===== src/assert_macros.svh =====
// ----------------------------------------------------------------------------
// Assertion macros
// Shared helpers for concurrent assertions; empty when SYNTHESIS is set.
// ----------------------------------------------------------------------------
`ifndef ASSERT_MACROS_SVH
`define ASSERT_MACROS_SVH

`ifndef SYNTHESIS
`define ASSERT_HOLDS(lbl, clk, rst, prop, msg) \
  lbl: assert property (@(posedge clk) disable iff (rst) (prop)) else $error(msg);
`define ASSERT_NEXT(lbl, clk, rst, ante, cons, msg) \
  lbl: assert property (@(posedge clk) disable iff (rst) (ante) |=> (cons)) else $error(msg);
`else
`define ASSERT_HOLDS(lbl, clk, rst, prop, msg)
`define ASSERT_NEXT(lbl, clk, rst, ante, cons, msg)
`endif

`endif


===== src/pce_pkg.sv =====
// ----------------------------------------------------------------------------
// pce_pkg
// Types, codes and helper functions of the programmable CRC engine.
// ----------------------------------------------------------------------------
package pce_pkg;

  localparam int unsigned DataW = 32;
  localparam int unsigned DigitW = 4;

  localparam logic [DataW-1:0] InvWide   = 32'hFFFF_FFFF;
  localparam logic [DataW-1:0] InvNarrow = 32'h0000_FFFF;

  typedef enum logic [2:0] {
    CFG_POLY            = 3'd0,
    CFG_WIDE_MODE       = 3'd1,
    CFG_SEED_WRITE      = 3'd2,
    CFG_FINAL_INVERT    = 3'd3,
    CFG_WRITE_TRANSPOSE = 3'd4,
    CFG_READ_TRANSPOSE  = 3'd5
  } cfg_index_t;

  typedef enum logic [1:0] {
    TR_NONE  = 2'd0,
    TR_BITS  = 2'd1,
    TR_ALL   = 2'd2,
    TR_BYTES = 2'd3
  } transpose_t;

  typedef enum logic {
    OP_READ  = 1'b0,
    OP_WRITE = 1'b1
  } op_t;

  typedef struct packed {
    logic [DataW-1:0] poly;
    logic             wide_mode;
    logic             seed_write;
    logic             final_invert;
    logic [1:0]       write_transpose;
    logic [1:0]       read_transpose;
  } cfg_t;

  // Command from the control side to the CRC core.
  typedef struct packed {
    logic             start;
    logic             load_seed;
    logic [DataW-1:0] data;
    logic [1:0]       offset;
    logic [2:0]       size;
  } core_cmd_t;

  // Byte-lane mask for an access of n bytes (n of 4 or more is the whole word).
  function automatic logic [DataW-1:0] size_mask(input logic [2:0] n);
    logic [DataW-1:0] m;
    case (n)
      3'd1:    m = 32'h0000_00FF;
      3'd2:    m = 32'h0000_FFFF;
      3'd3:    m = 32'h00FF_FFFF;
      default: m = 32'hFFFF_FFFF;
    endcase
    return m;
  endfunction

  // Transpose over the low n bytes, n in 1 to 4.
  function automatic logic [DataW-1:0] transpose(input logic [DataW-1:0] v,
                                                 input logic [2:0] n,
                                                 input logic [1:0] mode);
    logic [DataW-1:0] res;
    logic [DataW-1:0] masked;
    logic [DataW-1:0] rev;
    logic [2:0]       pad;
    logic [4:0]       sh;
    masked = v & size_mask(n);
    pad    = 3'd4 - n;
    sh     = {pad[1:0], 3'b000};
    res    = '0;
    rev    = '0;
    case (mode)
      TR_BITS: begin
        for (int i = 0; i < 4; i++) begin
          for (int b = 0; b < 8; b++) begin
            res[i*8+b] = masked[i*8+7-b];
          end
        end
      end
      TR_ALL: begin
        for (int b = 0; b < 32; b++) begin
          rev[b] = masked[31-b];
        end
        res = rev >> sh;
      end
      TR_BYTES: begin
        for (int i = 0; i < 4; i++) begin
          rev[i*8 +: 8] = masked[(3-i)*8 +: 8];
        end
        res = rev >> sh;
      end
      default: res = v;
    endcase
    return res;
  endfunction

endpackage


===== src/programmable_crc_engine.sv =====
// ----------------------------------------------------------------------------
// programmable_crc_engine
// Data port of a CRC peripheral with programmable 16/32-bit polynomial.
// ----------------------------------------------------------------------------
//
//   channel | handshake           | payload
//   --------+---------------------+---------------------------------------
//   in      | in_valid / in_stall | operation, byte_offset, access_size,
//           |                     | write_data
//   out     | out_valid/out_stall | read_data
//   cfg     | cfg_write           | cfg_index, cfg_data
//
// A read or a seed write leaves the engine free. A compute write feeds its
// data through the CRC one nibble per cycle and keeps the engine busy
// until all 2 * access_size nibbles are shifted, so no new word is taken
// before then; that nibble loop in the CRC core sets the rate. Reset clears
// the CRC register and all configuration. A word is taken only when the
// engine is free and the output register is empty or being emptied.
// ----------------------------------------------------------------------------
`include "assert_macros.svh"

module programmable_crc_engine (
  input  logic        clk,
  input  logic        rst,

  input  logic        in_valid,
  output logic        in_stall,
  input  logic        operation,
  input  logic [1:0]  byte_offset,
  input  logic [2:0]  access_size,
  input  logic [31:0] write_data,

  output logic        out_valid,
  input  logic        out_stall,
  output logic [31:0] read_data,

  input  logic        cfg_write,
  input  logic [2:0]  cfg_index,
  input  logic [31:0] cfg_data
);

  pce_pkg::cfg_t      cfg;
  pce_pkg::core_cmd_t cmd;
  logic               busy;
  logic [31:0]        crc;
  logic [31:0]        fmt_data;
  logic               in_accept;
  logic               size_ok;

  // The engine is held off while a compute write is still shifting, and
  // while a finished word sits unclaimed in the output register.
  assign in_stall  = busy || (out_valid && out_stall);
  assign in_accept = in_valid && !in_stall;
  assign size_ok   = access_size inside {[3'd1:3'd4]};

  // Configuration registers. Writes to indexes beyond the list are dropped.
  always_ff @(posedge clk) begin
    if (rst) begin
      cfg <= '0;
    end else if (cfg_write) begin
      case (cfg_index)
        pce_pkg::CFG_POLY:            cfg.poly            <= cfg_data;
        pce_pkg::CFG_WIDE_MODE:       cfg.wide_mode       <= cfg_data[0];
        pce_pkg::CFG_SEED_WRITE:      cfg.seed_write      <= cfg_data[0];
        pce_pkg::CFG_FINAL_INVERT:    cfg.final_invert    <= cfg_data[0];
        pce_pkg::CFG_WRITE_TRANSPOSE: cfg.write_transpose <= cfg_data[1:0];
        pce_pkg::CFG_READ_TRANSPOSE:  cfg.read_transpose  <= cfg_data[1:0];
        default: ;
      endcase
    end
  end

  // Writes with a bad access size are dropped; seed mode merges the data
  // into the register, otherwise the core starts shifting nibbles.
  always_comb begin
    cmd.data      = write_data;
    cmd.offset    = byte_offset;
    cmd.size      = access_size;
    cmd.start     = in_accept && (operation == pce_pkg::OP_WRITE) && size_ok
                    && !cfg.seed_write;
    cmd.load_seed = in_accept && (operation == pce_pkg::OP_WRITE) && size_ok
                    && cfg.seed_write;
  end

  pce_crc_core u_core (
    .clk  (clk),
    .rst  (rst),
    .cfg  (cfg),
    .cmd  (cmd),
    .busy (busy),
    .crc  (crc)
  );

  pce_read_fmt u_read_fmt (
    .cfg    (cfg),
    .crc    (crc),
    .offset (byte_offset),
    .size   (access_size),
    .data   (fmt_data)
  );

  // Output register: every accepted word gives one result word, and a
  // write always answers with zero.
  always_ff @(posedge clk) begin
    if (rst) begin
      out_valid <= 1'b0;
    end else if (in_accept) begin
      out_valid <= 1'b1;
    end else if (!out_stall) begin
      out_valid <= 1'b0;
    end
  end

  always_ff @(posedge clk) begin
    if (in_accept) begin
      read_data <= (operation == pce_pkg::OP_READ) ? fmt_data : 32'd0;
    end
  end

  // A write access always yields a zero result word in the next cycle.
  `ASSERT_NEXT(a_write_zero, clk, rst, in_accept && (operation == pce_pkg::OP_WRITE),
               out_valid && (read_data == 32'd0), "write did not return zero")

  // A compute write keeps the core busy in the cycle after it is taken.
  `ASSERT_NEXT(a_start_busy, clk, rst, cmd.start, busy && in_stall,
               "compute write did not occupy the core")

  // After a 16-bit compute write the upper half of the register is clear.
  `ASSERT_HOLDS(a_narrow_upper, clk, rst,
                !($fell(busy) && !$past(cfg.wide_mode)) || (crc[31:16] == 16'd0),
                "upper CRC bits set after 16-bit computation")

endmodule


===== src/pce_crc_core.sv =====
// ----------------------------------------------------------------------------
// pce_crc_core
// CRC register with a nibble-serial update unit and seed merge.
// ----------------------------------------------------------------------------
module pce_crc_core (
  input  logic                         clk,
  input  logic                         rst,
  input  pce_pkg::cfg_t                cfg,
  input  pce_pkg::core_cmd_t           cmd,
  output logic                         busy,
  output logic [pce_pkg::DataW-1:0]    crc
);

  logic [pce_pkg::DataW-1:0] crc_value;
  logic [pce_pkg::DataW-1:0] crc_value_next;
  logic [pce_pkg::DataW-1:0] shreg;
  logic [3:0]                nib_left;

  logic [pce_pkg::DataW-1:0] wmask;
  logic [pce_pkg::DataW-1:0] poly_m;
  logic [pce_pkg::DataW-1:0] step_crc;
  logic [pce_pkg::DataW-1:0] seed_mask;
  logic [pce_pkg::DataW-1:0] aligned;
  logic [2:0]                pad;
  logic                      fb;

  assign busy = (nib_left != 4'd0);
  assign crc  = crc_value;

  // One nibble of the message, MSB first, through the CRC.
  always_comb begin
    wmask    = cfg.wide_mode ? pce_pkg::InvWide : pce_pkg::InvNarrow;
    poly_m   = cfg.poly & wmask;
    step_crc = crc_value;
    fb       = 1'b0;
    for (int j = pce_pkg::DigitW - 1; j >= 0; j--) begin
      fb       = (cfg.wide_mode ? step_crc[31] : step_crc[15])
                 ^ shreg[pce_pkg::DataW - pce_pkg::DigitW + j];
      step_crc = (step_crc << 1) & wmask;
      if (fb) begin
        step_crc = step_crc ^ poly_m;
      end
    end
  end

  always_comb begin
    seed_mask = (cmd.size == 3'd4) ? pce_pkg::InvWide
                : (pce_pkg::size_mask(cmd.size) << {cmd.offset, 3'b000});
    pad       = 3'd4 - cmd.size;
    aligned   = pce_pkg::transpose(cmd.data, cmd.size, cfg.write_transpose)
                << {pad[1:0], 3'b000};
    crc_value_next = crc_value;
    if (busy) begin
      crc_value_next = step_crc;
    end else if (cmd.load_seed) begin
      crc_value_next = (crc_value & ~seed_mask)
                       | ((cmd.data << {cmd.offset, 3'b000}) & seed_mask);
    end
  end

  always_ff @(posedge clk) begin
    if (rst) begin
      crc_value <= '0;
      nib_left  <= 4'd0;
    end else begin
      crc_value <= crc_value_next;
      if (busy) begin
        nib_left <= nib_left - 4'd1;
      end else if (cmd.start) begin
        nib_left <= {cmd.size, 1'b0};
      end
    end
  end

  always_ff @(posedge clk) begin
    if (busy) begin
      shreg <= shreg << pce_pkg::DigitW;
    end else if (cmd.start) begin
      shreg <= aligned;
    end
  end

endmodule


===== src/pce_read_fmt.sv =====
// ----------------------------------------------------------------------------
// pce_read_fmt
// Read path: transpose, final inversion, lane shift and size mask.
// ----------------------------------------------------------------------------
module pce_read_fmt (
  input  pce_pkg::cfg_t             cfg,
  input  logic [pce_pkg::DataW-1:0] crc,
  input  logic [1:0]                offset,
  input  logic [2:0]                size,
  output logic [pce_pkg::DataW-1:0] data
);

  logic [pce_pkg::DataW-1:0] v;

  always_comb begin
    v = pce_pkg::transpose(crc, 3'd4, cfg.read_transpose);
    if (cfg.final_invert) begin
      v = v ^ (cfg.wide_mode ? pce_pkg::InvWide : pce_pkg::InvNarrow);
    end
    v = v >> {offset, 3'b000};
    if (size inside {[3'd1:3'd4]}) begin
      data = v & pce_pkg::size_mask(size);
    end else begin
      data = '0;
    end
  end

endmodule


===== config.mk =====
export PLATFORM = sky130hd
export DESIGN_NAME = programmable_crc_engine
export DESIGN_NICKNAME = d
export VERILOG_FILES = /design/src/pce_pkg.sv /design/src/programmable_crc_engine.sv /design/src/pce_crc_core.sv /design/src/pce_read_fmt.sv
export VERILOG_INCLUDE_DIRS = /design/src /design/src/src
export SDC_FILE = /design/constraint.sdc
export NUM_CORES = 1
export LEC_CHECK = 0
export ABC_AREA = 1
export BUFFER_PORTS_ARGS = -buffer_cell sky130_fd_sc_hd__buf_2
export CAP_MARGIN = 20
export CORE_ASPECT_RATIO = 1.1
export CORE_MARGIN = 10
export CORE_UTILIZATION = 50
export DETAILED_ROUTE_END_ITERATION = 7
export PLACE_DENSITY = 0.71
export SKIP_LAST_GASP = 1
export SYNTH_ARGS = -nofsm -noshare
export SYNTH_HDL_FRONTEND = slang
export SYNTH_SLANG_ARGS = --single-unit

===== constraint.sdc =====
create_clock -name clk -period 3.3 [get_ports clk]
set_input_delay 0 -clock clk [delete_from_list [all_inputs] [get_ports clk]]
set_output_delay 0 -clock clk [all_outputs]
set_load 0.005 [all_outputs]

Yosys cells after proc, flatten, opt, wreduce, memory -nomap -nowiden

Index checks and enable logic that the tools add are counted.

Bits of input ports: 78
Output and inout bits: 34
Register bits: 140
Word-level logic and storage cells: 103

Add/sub/neg operators: 2
Shift-type cells: 6
Equal/unequal tests: 16
Reduce and logical (&&, ||, !) cells: 21
Order comparisons: 2
Mux-type cells: 23
Bitwise operators: 21

Operator list:

| kind                                                               | number |
|---|---|
| 2-to-1 mux 32 bit                                                  | 12 |
| AND 32 bit                                                         | 9 |
| one-hot mux 32 bit (3 select lines)                                | 3 |
| XOR 32 bit                                                         | 5 |
| << shifter 32 x 5 -> 32 bit                                        | 3 |
| right shift 32 x 5 -> 32 bit                                       | 3 |
| NOT 32 bit                                                         | 1 |
| bitwise OR 32 bit                                                  | 1 |
| equality test 3 x 2 -> 1 bit (second input constant)               | 4 |
| AND reduction 2 bit                                                | 6 |
| equality test 3 bit (second input constant)                        | 3 |
| equality test 2 bit (second input constant)                        | 4 |
| 2-to-1 mux 4 bit                                                   | 2 |
| logical AND 1 bit                                                  | 7 |
| equality test 3 x 1 -> 1 bit (second input constant)               | 2 |
| 2-to-1 mux 1 bit                                                   | 6 |
| equality test 2 x 1 -> 1 bit (second input constant)               | 2 |
| nonzero test 2 bit                                                 | 2 |
| nonzero test 4 bit                                                 | 1 |
| subtractor 4 x 1 -> 4 bit (second input constant)                  | 1 |
| XOR 1 bit                                                          | 4 |
| greater-or-equal comparator 3 x 1 -> 1 bit (second input constant) | 1 |
| less-or-equal comparator 3 bit (second input constant)             | 1 |
| logical NOT 3 bit                                                  | 1 |
| other kinds (6)                                                    | 7 |

Longest topological paths before layout

Depth after elaboration: 14
Depth in mapped cells: 25
Gate-level depth less buffers: 24

Modules after synthesis

A second synthesis with hierarchy kept.

Cell total of the unflattened synthesis: 2369
Area total of the unflattened synthesis: 13754.4 um^2

By module, submodules not included:

| module                  | instances | cells an instance | area each (um^2) |
|---|---|---|---|
| pce_crc_core            | 1         | 1597              | 8817.2 |
| programmable_crc_engine | 1         | 311               | 2775.2 |
| pce_read_fmt            | 1         | 461               | 2162.1 |

Worst setup path before layout

OpenSTA, ideal clock, no wires.

Path kind: register to register
From: register u_core.nib_left[0]
To: register u_core.shreg[10] in the netlist's numbering, enable pin
Library setup time: 0.386 ns
Cell stages (with the launch flop): 13
Buffers on the path: 0
Slack: -0.124 ns
Required time: 2.914 ns
Data arrival time: 3.038 ns
Cell sequence: dfxtp_1 inv_1 ha_1 nand2_1 nor2_1 nand3_1 inv_1 nand2_1 nor2_1 nand2_1 inv_1 nor2_1 inv_1

Word-level cells in the longest chain between the ends: 8

RTL lines:

| what                                | RTL line                      | RTL |
|---|---|---|
| start: declaration                  | pce_crc_core.sv:17            | `logic [3:0] nib_left;` |
| start signal: assignment            | pce_crc_core.sv:68            | `nib_left <= nib_left - 4'd1;` |
| start signal: assignment            | pce_crc_core.sv:70            | `nib_left <= {cmd.size, 1'b0};` |
| nonzero test 4 bit                  | pce_crc_core.sv:27            | `assign busy = (nib_left != 4'd0);` |
| logical OR 1 bit                    | programmable_crc_engine.sv:52 | `assign in_stall = busy \|\| (out_valid && out_stall);` |
| logical NOT 1 bit                   | programmable_crc_engine.sv:53 | `assign in_accept = in_valid && !in_stall;` |
| logical AND 1 bit                   | programmable_crc_engine.sv:53 |  |
| net in_accept                       | programmable_crc_engine.sv:47 | `logic in_accept;` |
| logical AND 1 bit (2 in series)     | programmable_crc_engine.sv:79 | `cmd.start = in_accept && (operation == pce_pkg::OP_WRITE) && size_ok` |
| logical AND 1 bit                   | programmable_crc_engine.sv:80 | `&& !cfg.seed_write;` |
| nonzero test 2 bit (no source line) | n/a                           |  |
| end signal: assignment              | pce_crc_core.sv:77            | `shreg <= shreg << pce_pkg::DigitW;` |
| end signal: assignment              | pce_crc_core.sv:79            | `shreg <= aligned;` |
| end: declaration                    | pce_crc_core.sv:16            | `logic [pce_pkg::DataW-1:0] shreg;` |

The timed path passes the listed nets, and every way through them passes these cells.
A chain may end at the register's enable or synchronous reset.

==> flow_summary.yaml <==
outcome:
  outcome: "complete, but fails checks"
  violations: "design-rule violations"
cells_and_area:
  area_delta_synth_final_pct: 15.7
  num_antenna_cells: 0
  final_layout_size_suffix_gt1_frac: 0.108
  nNetsFinal: 2279
  fill_cells: 2407
place:
  place_hpwl_um: 36200
  placement.setup.worst_slack_ps: 269
  port-buffer-count: 111
  place_congestion: 1.03
timing:
  timing.setup.tns_ps: 0
  setup-violations-final: 0
  maxSlewViolCount: 0
  tightestPinTransition_ps: 1010
  worst_slack_ps: 240
  period_needed_ps: 3060
  post-route-period-util: 0.927
  rsz0062_at_grt: "false"
  slew_headroom: 0.320
  final-hold-violation-count: 0
  fmax_mhz: 327
  skew_ps: 16.8
worst_setup_path:
  r2r-start: "u_core.nib_left[0]$_SDFFE_PP0P_"
  endpoint_kind: "flip-flop"
  crit_slowest_cell: "o311ai_0"
  slowest_delay_ps: 580
  required_ps: 3620
  worstSetupPathType: "reg2reg"
  rrSetupSlack_ps: 240
  critPathMaxFanout: 6
  ff2ff_path_depth: 14
  crit_chain: "inv_1 -> ha_1 -> nand2_1 -> nor2_1 -> nand3_1 -> clkinvlp_4 -> nand2_1 -> nor2_1 -> nand2_1 -> nor2_1 -> inv_1 -> o311ai_0 -> buf_4 -> a21oi_1"
  arrival_ps: 3380
  startpoint_type: "flip-flop"
cts:
  cts_root_buffer: "clkbuf_16"
  cts.clk_slew.worst_paths_ps: 70
  numClockSinks: 140
  h-tree-depth: 4
  clk_latency_ps: 430
  cts_inserted_buffers: 17
  cts_tree: "done"
  cts.path.max_buffers: 2
yosys:
  ys_warn_count: 0
  yosysMostFrequentCell: "nand2_1"
  synth_top_area_frac: 0.167
  seq_area_frac_synth: 0.270
  yosysTopAreaCell: "nand2_1"
  ys.flop_type: "dfxtp_1"
  netlist_area_um2: 12600
  synth_edf_count: 60
  syn-instance-count: 2079
  syn-num-nets: 2161
  synth.area.top_cells: "nand2_1, edfxtp_1, dfxtp_1"
  ys_ff_latch: 140
  synth-async-reset-ratio: 0
  avgSynthCellArea_um2: 6.07
  yosysUniqueCellTypes: 49
  ys_top_cells_by_count: "nand2_1, o21ai_0, inv_1"
floorplanning:
  fp.dieH_um: 187
  core_um2: 24700
  die_w_um: 172
  start_util: 0.511
  row_count: 60
  ios: 112
  die_area_um2: 32000
routing:
  vias: 14828
  viasPerCell: 5.88
  first_pass_iters: 8
  ant_nets: 0
  drcViolationCount: 2
  finalWirelength_um: 48600
  wl_per_cell_um: 19.3
  drtIter0Drc: 1667
pwr:
  p_leak_nw: 6.95
  finalPower_w: 0.0149
  powerDensity_nw_per_um2: 1020
  ir_drop_uv: 651
grt:
  grt_pass1_vias: 13672
  grt_max_degree: 71
  antenna_found_initial: 0
  grt_usage: 0.294
  overflow: 0
  grt_pass1_wl_um: 75400
flow_run:
  drv_cap: 0
hold_path:
  min_from: "access_size[1]"
  hp-class: "in2reg"
  holdPathEnd: "u_core.nib_left[2]$_SDFFE_PP0P_"
  min_path_cells: 3
==> worst max path at each step <==
| stage | start | slack [ps] | cells past startpoint | to |
|---|---|---|---|---|
| 3_3_place_gp | u_core.nib_left[0]$_SDFFE_PP0P_ | 370 | 14 | flip-flop |
| 3_5_place_dp | cfg[6]$_SDFFE_PP0P_ | 270 | 24 | flip-flop |
| 6_report | u_core.nib_left[0]$_SDFFE_PP0P_ | 240 | 14 | flip-flop |
| 5_1_grt | cfg[6]$_SDFFE_PP0P_ | 20 | 21 | flip-flop |
| 4_1_cts | cfg[6]$_SDFFE_PP0P_ | 240 | 24 | flip-flop |
| 2_1_floorplan | u_core.nib_left[0]$_SDFFE_PP0P_ | 110 | 12 | u_core.shreg[10]$_DFFE_PP_ |
==> layer usage <==
metal | part of all wire | global-route usage | vias to the layer above
li1 | - | - | 7176
met1 | 0.40 | 0.367 | 6872
met2 | 0.48 | 0.484 | 649
met3 | 0.076 | 0.0466 | 131
met4 | 0.046 | 0.133 | 0
met5 | 0 | 0 | -
==> logic make-up after synthesis <==
logic type,synth area share
adder cells (fa/ha/maj),0.00396
AO/OA/AOI/OAI,0.252
buffers and inverters,0.110
flip-flops,0.270
AND/OR/NAND/NOR,0.309
XOR/XNOR,0.0555
==> layout make-up <==
cell class	count	area, µm²	area share
Clock buffer	17	425	0.0291
Clock inverter	15	194	0.0133
Inverter	242	915	0.0626
Multi-Input combinational cell	1586	7850	0.537
Sequential cell	140	3410	0.233
Tap cell	310	388	0.0265
Timing Repair Buffer	210	1440	0.0986
==> power by group <==
group / total [W] / switching [W] / internal, W
registers: 0.00294 / 0.000479 / 0.00246
clock network: 0.00203 / 0.000989 / 0.00104
logic: 0.00993 / 0.00674 / 0.00318
total: 0.0149 / 0.00821 / 0.00668
==> placed cells by master (no fill, tap or decap), types with 52 or more instances in the layout <==
master / count
nand3_1: 140
xor2_1: 54
nor2_1: 208
a21oi_1: 100
edfxtp_1: 60
dfxtp_1: 78
o21ai_0: 274
inv_1: 229
nand2_1: 560
buf_2: 111
buf_4: 52
==> critical path, delay by kind of cell (launching register included) <==
| kind | cells | cell delay, ps |
|---|---|---|
| AOI/OAI and AO/OA | 2 | 620 |
| buffers and inverters | 4 | 570 |
| and+or+nand+nor | 7 | 1230 |
| adders and majority gates | 1 | 200 |
| DFF | 1 | 340 |
==> through the flow <==
| stage | area (µm²) | std cells | hold slack (ps) | utilization |
|---|---|---|---|---|
| 3_3_place_gp | 13500 | 2446 | 221 | 0.548 |
| 3_5_place_dp | 13500 | 2446 | 228 | 0.548 |
| 6_report | 14600 | 2520 | 8.69 | 0.592 |
| 5_1_grt | 14600 | 2520 | 49.7 | 0.592 |
| 4_1_cts | 14600 | 2520 | 0.807 | 0.591 |
| 2_1_floorplan | 12600 | 2079 | 69.1 | - |
==> timing repair <==
item	CTS	global route
setup endpoints to repair	0	30
hold endpoints to repair	43	0
hold buffers	42	0
gates resized for setup	0	8
setup buffers	0	0
Power figures use the tool's default switching activity.
